--- src/rtl/rpn_pkg.sv ---
// Package for the postfix stack evaluator: token codes, register indexes
// and the sequencer state type. No dependencies.
package rpn_pkg;
   localparam int DataWidth = 32;
   localparam logic [31:0] ErrorValue = 32'h8000_0000;

   typedef enum logic [5:0] {
      TOK_END = 6'd0, TOK_IMM8 = 6'd1, TOK_IMM16 = 6'd2, TOK_PC = 6'd3,
      TOK_A = 6'd4, TOK_X = 6'd5, TOK_Y = 6'd6, TOK_S = 6'd7,
      TOK_FC = 6'd8, TOK_FZ = 6'd9, TOK_FI = 6'd10, TOK_FD = 6'd11,
      TOK_FV = 6'd12, TOK_FN = 6'd13,
      TOK_EQ = 6'd16, TOK_LT = 6'd17, TOK_GT = 6'd18, TOK_LE = 6'd19,
      TOK_GE = 6'd20, TOK_LAND = 6'd21, TOK_LOR = 6'd22,
      TOK_ADD = 6'd29, TOK_SUB = 6'd30, TOK_MUL = 6'd31, TOK_DIV = 6'd32,
      TOK_AND = 6'd33, TOK_OR = 6'd34, TOK_XOR = 6'd35, TOK_SHL = 6'd36,
      TOK_SHR = 6'd37, TOK_LNOT = 6'd38, TOK_NEG = 6'd39
   } token_type;

   localparam logic [2:0] RegPc = 3'd0, RegA = 3'd1, RegX = 3'd2, RegY = 3'd3,
                          RegS = 3'd4, RegP = 3'd5;

   typedef enum logic [2:0] {
      ST_IDLE, ST_READ, ST_LOAD, ST_SERIAL, ST_WRITE, ST_RESP
   } state_type;
endpackage

--- src/rtl/rpn_stack_evaluator.sv ---
// Top level of the postfix stack evaluator: token decode, value stack
// memory and a bit-serial arithmetic unit. Depends on rpn_pkg.
//
// Usage: tokens arrive as transactions on req_ (req_func, req_operand).
// Value tokens push a constant, a register snapshot or a status flag; operator
// tokens pop one or two values and push the result. Only the end token gives
// a transaction on rsp_: the single stack value with rsp_failed low, or
// 0x80000000 with rsp_failed high after any error or a final depth other than
// one. The end token also empties the stack. The user must write register
// snapshots through csr_ only while the block is idle; the block itself
// does not enforce this. csr_ready is always high.
// Timing: one token at a time. A push is written in the read state, and a
// token that is ignored after an error is taken without leaving idle.
// Operators read their operands from the single-port stack memory in the
// load state, then the arithmetic unit runs bit-serially: 32 steps for add,
// subtract, logic and compare work, 33 for shifts, 32 shift-add steps for
// multiply and 32 restore steps for divide plus a magnitude and a sign fix
// step, each followed by a finish step and the write state. The end token
// waits for rsp_ready; while the receiver stalls the result is held and no
// token is accepted.
// Reset (synchronous, active high) empties the stack, clears the error flag
// and the snapshot registers; stack contents are not cleared.
module rpn_stack_evaluator #(
   parameter int STACK_DEPTH = 32
) (
   input  logic        clock,
   input  logic        reset,
   input  logic        req_valid,
   output logic        req_ready,
   input  logic [5:0]  req_func,
   input  logic [15:0] req_operand,
   output logic        rsp_valid,
   input  logic        rsp_ready,
   output logic signed [31:0] rsp_result_value,
   output logic        rsp_failed,
   input  logic        csr_valid,
   output logic        csr_ready,
   input  logic [2:0]  csr_index,
   input  logic [15:0] csr_data
);
   import rpn_pkg::*;

   localparam int AW = (STACK_DEPTH > 1) ? $clog2(STACK_DEPTH) : 1;
   localparam int DW = $clog2(STACK_DEPTH + 1);
   localparam logic [DW-1:0] Full = DW'(STACK_DEPTH);

   // Snapshot registers.
   logic [15:0] pc_ff;
   logic [7:0]  a_ff, x_ff, y_ff, s_ff, p_ff;
   assign csr_ready = 1'b1;
   always_ff @(posedge clock) begin
      if (reset) begin
         pc_ff <= '0; a_ff <= '0; x_ff <= '0; y_ff <= '0; s_ff <= '0; p_ff <= '0;
      end else if (csr_valid) begin
         unique case (csr_index)
            RegPc: pc_ff <= csr_data;
            RegA:  a_ff <= csr_data[7:0];
            RegX:  x_ff <= csr_data[7:0];
            RegY:  y_ff <= csr_data[7:0];
            RegS:  s_ff <= csr_data[7:0];
            RegP:  p_ff <= csr_data[7:0];
            default: ;
         endcase
      end
   end

   // Stack memory, one port, registered read.
   logic [31:0] mem [STACK_DEPTH];
   logic [31:0] rd_ff;
   logic        mem_we;
   logic [AW-1:0] mem_addr;
   logic [31:0] mem_wd;
   always_ff @(posedge clock) begin
      if (mem_we) mem[mem_addr] <= mem_wd;
      rd_ff <= mem[mem_addr];
   end

   state_type state_ff, state_in;
   logic [DW-1:0] depth_ff, depth_in;
   logic          err_ff, err_in;
   logic [5:0]    func_ff;
   logic [15:0]   opnd_ff;
   logic          rd_cnt_ff;    // which operand the memory is delivering
   logic [31:0]   l_ff, r_ff;   // left / right operand shift registers
   logic [31:0]   acc_ff;       // result or remainder shift register
   logic [31:0]   q_ff;         // quotient / product shift register
   logic [6:0]    cnt_ff;
   logic          c_ff;         // carry / borrow of the serial adder
   logic          eq_ff;        // running equality of l and r
   logic          nz_ff;        // running nonzero of r
   logic          nl_ff, nr_ff;
   logic [1:0]    ph_ff;        // divide phase: 0 magnitude, 1 loop, 2 fix
   logic          fail_ff;

   wire is_bin = (func_ff >= 6'd16 && func_ff <= 6'd22) ||
                 (func_ff >= 6'd29 && func_ff <= 6'd37);
   wire is_un  = (func_ff == TOK_LNOT) || (func_ff == TOK_NEG);
   wire is_push = (func_ff >= 6'd1 && func_ff <= 6'd13);
   wire need = is_bin ? 1'b1 : 1'b0;
   wire [DW-1:0] need_n = is_bin ? DW'(2) : DW'(1);

   logic [31:0] push_val;
   always_comb begin
      unique case (func_ff)
         TOK_IMM8:  push_val = {24'd0, opnd_ff[7:0]};
         TOK_IMM16: push_val = {16'd0, opnd_ff};
         TOK_PC:    push_val = {16'd0, pc_ff};
         TOK_A:     push_val = {24'd0, a_ff};
         TOK_X:     push_val = {24'd0, x_ff};
         TOK_Y:     push_val = {24'd0, y_ff};
         TOK_S:     push_val = {24'd0, s_ff};
         TOK_FC:    push_val = {31'd0, p_ff[0]};
         TOK_FZ:    push_val = {31'd0, p_ff[1]};
         TOK_FI:    push_val = {31'd0, p_ff[2]};
         TOK_FD:    push_val = {31'd0, p_ff[3]};
         TOK_FV:    push_val = {31'd0, p_ff[6]};
         default:   push_val = {31'd0, p_ff[7]};
      endcase
   end

   // Serial full adder and subtractor on the low bits of the operand registers.
   wire sum_bit  = l_ff[0] ^ r_ff[0] ^ c_ff;
   wire sum_c    = (l_ff[0] & r_ff[0]) | (c_ff & (l_ff[0] ^ r_ff[0]));
   wire sub_bit  = l_ff[0] ^ ~r_ff[0] ^ c_ff;
   wire sub_c    = (l_ff[0] & ~r_ff[0]) | (c_ff & (l_ff[0] ^ ~r_ff[0]));
   // Running less-than built lsb first: last differing bit decides.
   logic lt_ff;
   wire [4:0] shamt = r_ff[4:0];
   wire [5:0] fn = func_ff;
   wire [32:0] dtrial = {acc_ff, q_ff[31]} - {1'b0, r_ff};

   always_comb begin
      state_in = state_ff;
      depth_in = depth_ff;
      err_in = err_ff;
      priority case (state_ff)
         ST_IDLE: if (req_valid) begin
            if (req_func == TOK_END) state_in = ST_RESP;
            else if (!err_ff) state_in = ST_READ;
         end
         ST_READ: begin
            if (is_push) begin
               if (depth_ff >= Full) err_in = 1'b1;
               else depth_in = depth_ff + DW'(1);
               state_in = ST_IDLE;
            end else if (is_bin || is_un) begin
               if (depth_ff < need_n) begin err_in = 1'b1; state_in = ST_IDLE; end
               else state_in = ST_LOAD;
            end else begin
               err_in = 1'b1; state_in = ST_IDLE;
            end
         end
         ST_LOAD: if (rd_cnt_ff == 1'b0) state_in = ST_SERIAL;
         ST_SERIAL: begin
            if (func_ff == TOK_DIV && r_ff == 32'd0 && ph_ff == 2'd0 && cnt_ff == 7'd0) begin
               err_in = 1'b1; state_in = ST_IDLE;
            end else if (cnt_ff == 7'd127) state_in = ST_WRITE;
         end
         ST_WRITE: begin
            if (need) depth_in = depth_ff - DW'(1);
            state_in = ST_IDLE;
         end
         ST_RESP: if (rsp_ready) begin
            depth_in = '0; err_in = 1'b0; state_in = ST_IDLE;
         end
         default: state_in = ST_IDLE;
      endcase
   end

   // Memory port control.
   logic [31:0] result_w;
   always_comb begin
      mem_we = 1'b0;
      mem_wd = result_w;
      mem_addr = AW'(depth_ff - DW'(1));
      unique case (state_ff)
         ST_IDLE: mem_addr = '0;
         ST_READ: begin
            mem_we = is_push && depth_ff < Full;
            mem_wd = push_val;
            mem_addr = is_push ? AW'(depth_ff) : AW'(depth_ff - DW'(1));
         end
         ST_LOAD: mem_addr = AW'(depth_ff - DW'(2));
         ST_WRITE: begin
            mem_we = 1'b1;
            mem_addr = AW'(depth_ff - need_n);
         end
         default: mem_addr = '0;
      endcase
   end

   always_comb begin
      unique case (fn)
         TOK_EQ:   result_w = {31'd0, eq_ff};
         TOK_LT:   result_w = {31'd0, lt_ff};
         TOK_GT:   result_w = {31'd0, ~lt_ff & ~eq_ff};
         TOK_LE:   result_w = {31'd0, lt_ff | eq_ff};
         TOK_GE:   result_w = {31'd0, ~lt_ff};
         TOK_LAND: result_w = {31'd0, nl_ff & nr_ff};
         TOK_LOR:  result_w = {31'd0, nl_ff | nr_ff};
         TOK_LNOT: result_w = {31'd0, ~nz_ff};
         TOK_MUL, TOK_DIV: result_w = q_ff;
         default:  result_w = acc_ff;
      endcase
   end

   always_ff @(posedge clock) begin
      if (reset) begin
         state_ff <= ST_IDLE; depth_ff <= '0; err_ff <= 1'b0;
      end else begin
         state_ff <= state_in; depth_ff <= depth_in; err_ff <= err_in;
      end
   end

   // Serial datapath. Counter runs 0..31 for bit work and 0..32 for shifts;
   // multiply and divide use the same count over their phases, then jump to
   // 127 to finish. The finish cycle at 127 leaves every register alone.
   always_ff @(posedge clock) begin
      unique case (state_ff)
         ST_IDLE: if (req_valid) begin
            func_ff <= req_func; opnd_ff <= req_operand;
         end
         ST_READ: rd_cnt_ff <= 1'b1;
         ST_LOAD: begin
            // First cycle: top of stack arrives. Second: the deeper value.
            if (rd_cnt_ff) begin
               r_ff <= rd_ff;
               l_ff <= 32'd0;
               rd_cnt_ff <= 1'b0;
            end else if (is_bin) begin
               l_ff <= rd_ff;
            end
            cnt_ff <= '0; ph_ff <= '0;
            c_ff <= (func_ff != TOK_ADD) && (func_ff != TOK_MUL);
            eq_ff <= 1'b1; nz_ff <= 1'b0; nl_ff <= 1'b0; nr_ff <= 1'b0;
            lt_ff <= 1'b0; acc_ff <= '0; q_ff <= '0;
         end
         ST_SERIAL: if (cnt_ff != 7'd127) begin
            if (func_ff == TOK_MUL) begin
               // Shift-add, lsb of r first; product low word builds in acc and in q, which gives the result.
               if (r_ff[0]) acc_ff <= acc_ff + l_ff;
               if (r_ff[0]) q_ff <= q_ff + l_ff;
               else q_ff <= q_ff;
               l_ff <= l_ff << 1;
               r_ff <= r_ff >> 1;
               cnt_ff <= (cnt_ff == 7'd31) ? 7'd127 : cnt_ff + 7'd1;
            end else if (func_ff == TOK_DIV) begin
               if (ph_ff == 2'd0) begin
                  nl_ff <= l_ff[31]; nr_ff <= r_ff[31];
                  q_ff <= l_ff[31] ? (32'd0 - l_ff) : l_ff;
                  r_ff <= r_ff[31] ? (32'd0 - r_ff) : r_ff;
                  acc_ff <= '0;
                  ph_ff <= 2'd1; cnt_ff <= '0;
               end else if (ph_ff == 2'd1) begin
                  if (!dtrial[32]) begin
                     acc_ff <= dtrial[31:0]; q_ff <= {q_ff[30:0], 1'b1};
                  end else begin
                     acc_ff <= {acc_ff[30:0], q_ff[31]}; q_ff <= {q_ff[30:0], 1'b0};
                  end
                  if (cnt_ff == 7'd31) ph_ff <= 2'd2;
                  cnt_ff <= cnt_ff + 7'd1;
               end else begin
                  if (nl_ff != nr_ff) q_ff <= 32'd0 - q_ff;
                  cnt_ff <= 7'd127;
               end
            end else if (func_ff == TOK_SHL || func_ff == TOK_SHR) begin
               // One position per cycle, for shamt positions.
               if (cnt_ff == 7'd0) acc_ff <= l_ff;
               else if (cnt_ff[4:0] <= shamt && cnt_ff <= 7'd31)
                  acc_ff <= (func_ff == TOK_SHL) ? {acc_ff[30:0], 1'b0}
                                                 : {acc_ff[31], acc_ff[31:1]};
               cnt_ff <= (cnt_ff == 7'd32) ? 7'd127 : cnt_ff + 7'd1;
            end else begin
               // Bit-serial add/subtract/logic, compare and unary work, lsb first.
               logic b;
               unique case (fn)
                  TOK_ADD: b = sum_bit;
                  TOK_AND: b = l_ff[0] & r_ff[0];
                  TOK_OR:  b = l_ff[0] | r_ff[0];
                  TOK_XOR: b = l_ff[0] ^ r_ff[0];
                  default: b = sub_bit;
               endcase
               acc_ff <= {b, acc_ff[31:1]};
               c_ff <= (fn == TOK_ADD) ? sum_c : sub_c;
               if (l_ff[0] != r_ff[0]) begin
                  eq_ff <= 1'b0;
                  lt_ff <= (cnt_ff == 7'd31) ? l_ff[0] : r_ff[0];
               end
               nz_ff <= nz_ff | r_ff[0];
               nl_ff <= nl_ff | l_ff[0];
               nr_ff <= nr_ff | r_ff[0];
               l_ff <= l_ff >> 1;
               r_ff <= r_ff >> 1;
               cnt_ff <= (cnt_ff == 7'd31) ? 7'd127 : cnt_ff + 7'd1;
            end
         end
         ST_WRITE: ;
         default: ;
      endcase
      if (state_ff == ST_IDLE && req_valid && req_func == TOK_END) begin
         fail_ff <= err_ff || depth_ff != DW'(1);
      end
   end

   // Outputs.
   always_comb begin
      req_ready = (state_ff == ST_IDLE);
      rsp_valid = (state_ff == ST_RESP);
      rsp_failed = fail_ff;
      rsp_result_value = fail_ff ? ErrorValue : rd_ff;
   end

`ifndef SYNTHESIS
   a_depth: assert property (@(posedge clock) disable iff (reset)
      depth_ff <= Full) else $error("stack depth beyond capacity");
   a_ready: assert property (@(posedge clock) disable iff (reset)
      !(req_ready && rsp_valid)) else $error("ready while result pending");
   a_clear: assert property (@(posedge clock) disable iff (reset)
      rsp_valid && rsp_ready |=> depth_ff == '0 && !err_ff)
      else $error("end token did not clear the stack");
`endif
endmodule
--- config.mk ---
export PLATFORM = sky130hd
export DESIGN_NAME = rpn_stack_evaluator
export DESIGN_NICKNAME = d
export VERILOG_FILES = /design/src/rtl/rpn_pkg.sv /design/src/rtl/rpn_stack_evaluator.sv
export SDC_FILE = /design/constraint.sdc
export NUM_CORES = 2
export LEC_CHECK = 0
export BUFFER_PORTS_ARGS = -buffer_cell sky130_fd_sc_hd__buf_2
export CORE_AREA = 2 2 394 396
export CTS_CLUSTER_DIAMETER = 40
export CTS_CLUSTER_SIZE = 20
export DETAILED_ROUTE_END_ITERATION = 16
export DIE_AREA = 0 0 396 398
export SLEW_MARGIN = 20
export SYNTH_ARGS = -nofsm -noshare
export SYNTH_HDL_FRONTEND = slang
export SYNTH_SLANG_ARGS = --single-unit
--- constraint.sdc ---
create_clock -name clock -period 6.45 [get_ports clock]
set_input_delay 0 -clock clock [delete_from_list [all_inputs] [get_ports clock]]
set_output_delay 0 -clock clock [all_outputs]
set_load 0.05 [all_outputs]
==> impl_metrics.tcl <==
set metrics [dict create \
    status "finished, final reports clean" \
    ios 82 \
    num_rows 144 \
    synth_edf_count 1191 \
    power_w 0.0226 \
    cts_setup_buffers 0 \
    cp_slowest_cell "nor2_4" \
    power_density_nw_per_um2 315 \
    numCtsBuffers 171 \
    synthesis.area_um2 61000 \
    wl_met2_um 95100 \
    fmax_mhz 187 \
    cpMostUsedCell "nand2b_1" \
    irDropWorstVdd_mv 0.306 \
    final_nets 5704 \
    hpwlAfterDp_um 128000 \
    die-area_um2 158000 \
    dr.first_iter.drc_count 4921 \
    cts_resized 0 \
    fin_crit_ns 5.34 \
    cpPeakStageDelay_ns 0.65 \
    coreArea_um2 153000 \
    internal-power_w 0.0160 \
    fillCellCount 13609 \
    clk_pin_slew_ns 0.07 \
    cts_tree "yes" \
    hold_ws_ns 0.0782 \
    fin_cells 7733 \
    final_common_cell "edfxtp_1" \
    grt_pass1_vias 43423 \
    grt_max_degree 153 \
    relSlewSlack 0.124 \
    min_period_over_period 0.828 \
    synth-main-ff-cell "edfxtp_1" \
    totalWireLength_um 202000 \
    drive_gt1_frac 0.115 \
    dp_cells 7309 \
    dr.pass1.iters 6 \
    overflow 0 \
    finalSetupTns_ns 0 \
    drv_cap 0 \
    synth_seq_cells 1287 \
    synthTopCellsByArea "edfxtp_1 (59%), nand2_1 (6.4%), dfxtp_1 (3.2%)" \
    die-width_um 396 \
    netlist.area_leader.share 0.587 \
    tightest_slew_ns 1.30 \
    startpoint_type "flip-flop" \
    clkPwrFrac 0.437 \
    synthCells 5397 \
    cts.sinks 1287 \
    switchingPower_w 0.00665 \
    antenna_found_initial 3 \
    clk_latency_ns 0.83 \
    yosysTopAreaCell "edfxtp_1" \
    vias 45846 \
    met3_length_um 16100 \
    grt_pass1_wl_um 295000 \
    wl_per_cell_um 26.1 \
    synth_cell_types 80 \
    die_h_um 398 \
    switching_share 0.294 \
    layout_common_cells "edfxtp_1 (1191), nand2_1 (1044), nand3_1 (303), a21oi_1 (209), nor2_1 (207)" \
    final_hold_viol_count 0 \
    p_leak_nw 24.7 \
    synth.avg_cell_area_um2 11.3 \
    setup_viol_count_final 0 \
    grtUsageTotal 0.251 \
    start_util 0.398 \
    hp-class "input port to flip-flop" \
    finClkSkew_ns 0.0715 \
    drc 0 \
    rsz0062_at_grt "no" \
    place.gp.congestion 0.918 \
    synth_warnings 0 \
    syn_nets 5565 \
    cts-root-buf "clkbuf_16" \
    final_area_um2 71800 \
    p_comb_frac 0.133 \
    drtAntennaViolNets 0 \
    crit_required_ns 6.93 \
    placed_area_um2 64700 \
    topRoutingLayerUsed "met4" \
    crit_chain "nand2b_1, a21oi_1, nand2_1, nand2_1, inv_1, ha_1, inv_1, fa_1, o22a_1, nor2_1, a311oi_1, a21oi_1, nand2b_1, nand2b_1, nor2_4, buf_4" \
    portBuffers 80 \
    cp.arrival_ns 5.82 \
    slew_viol_final 0 \
    cts_buffer_depth 3 \
    crit_type "flip-flop to flip-flop" \
    end_kind "flip-flop" \
    m1WireLength_um 81900 \
    critical_path.max_fanout 17 \
    htreeDepth 4 \
    yosysSeqAreaShare 0.618 \
    seqPwrFrac 0.430 \
    viasPerCell 5.93 \
    area_delta_synth_final_pct 17.8 \
    ys_async_sr_fraction 0 \
]
Yosys cell counts (84+ instances only):
library cell,n
edfxtp_1,1191
nand2_1,1046
nand3_1,303
clkbuf_1,275
nor2_1,265
a21oi_1,212
nor2b_1,178
a211oi_1,172
a31oi_1,152
o21ai_0,152
a32oi_1,132
ha_1,118
xnor2_1,116
dfxtp_1,96
mux2i_1,87
inv_1,84
sequential cells by signal (all words and copies together) (netlist names), 3 cells and up:
name / count
opnd_ff: 16
q_ff: 32
pc_ff: 16
r_ff: 32
state_ff: 3
fn: 6
a_ff: 8
s_ff: 8
mem: 1024
cnt_ff: 7
x_ff: 8
rd_ff: 32
depth_ff: 6
acc_ff: 32
l_ff: 32
p_ff: 6
y_ff: 8
layout make-up:
| type | count | area, um^2 | area share |
|---|---|---|---|
| diodes | 3 | 7.51 | 0.000105 |
| clock buffers | 183 | 4380 | 0.0610 |
| clock inverters | 140 | 1710 | 0.0238 |
| inverters | 85 | 322 | 0.00448 |
| multi-input cells | 3667 | 22200 | 0.310 |
| flip-flops and latches | 1287 | 37700 | 0.525 |
| well taps | 2044 | 2560 | 0.0356 |
| repair buffers | 324 | 2880 | 0.0401 |
power by group through the flow:
stage | sequential, W | combinational [W] | clock [W]
floorplan | 0.00956 | 0.00185 | 0
CTS | 0.00972 | 0.00298 | 0.0100
global placement | 0.00991 | 0.00290 | 0
finish | 0.00974 | 0.00301 | 0.00989
global route | 0.00972 | 0.00321 | 0.0103
detailed placement | 0.00990 | 0.00293 | 0
critical path: cells and delay by family (launching register included):
| kind | cells | cell delay, ns |
|---|---|---|
| AND/OR/NAND/NOR | 7 | 2.09 |
| AO/OA/AOI/OAI | 4 | 0.95 |
| buffers and inverters | 3 | 0.65 |
| flip-flops | 1 | 0.64 |
| adder cells (fa/ha/maj) | 2 | 0.64 |
metrics by stage:
step | util | setup slack, ns
after floorplan | - | 1.26
after global placement | 0.421 | 1.10
after global routing | 0.468 | 0.739
after detailed placement | 0.422 | 1.12
final | 0.468 | 1.11
after CTS | 0.468 | 1.11
routing by layer:
metal	GRT usage	vias up
met5	0	-
met4	0.101	0
met3	0.0417	384
met2	0.409	2079
met1	0.333	22804
li1	-	20579
logic make-up after synthesis:
logic type | after synthesis | synth area share
buf+inv | 443 | 0.0281
xor+xnor | 167 | 0.0240
other cells | 1 | 0.0000615
mux | 94 | 0.0156
simple gates | 2100 | 0.157
flops | 1287 | 0.618
fa+ha+maj | 122 | 0.0255
compound gates | 1183 | 0.132
timing repair:
action / in CTS / in global routing
hold buffers: 96 / 0
hold endpoints to repair: 87 / 0
setup endpoints to repair: 0 / 0
final timing paths:
kind	startpoint	end	slack [ns]	cells after the start
hold / removal	csr_data[4]	y_ff[4]	0.08	4
setup reg to reg	fn[0]	mem[28][25]	1.11	16
hold reg to reg	pc_ff[2]	pc_ff[2]	0.45	2
setup / recovery	fn[0]	mem[28][25]	1.11	16
Note: power is estimated with default switching activity, not from simulation.
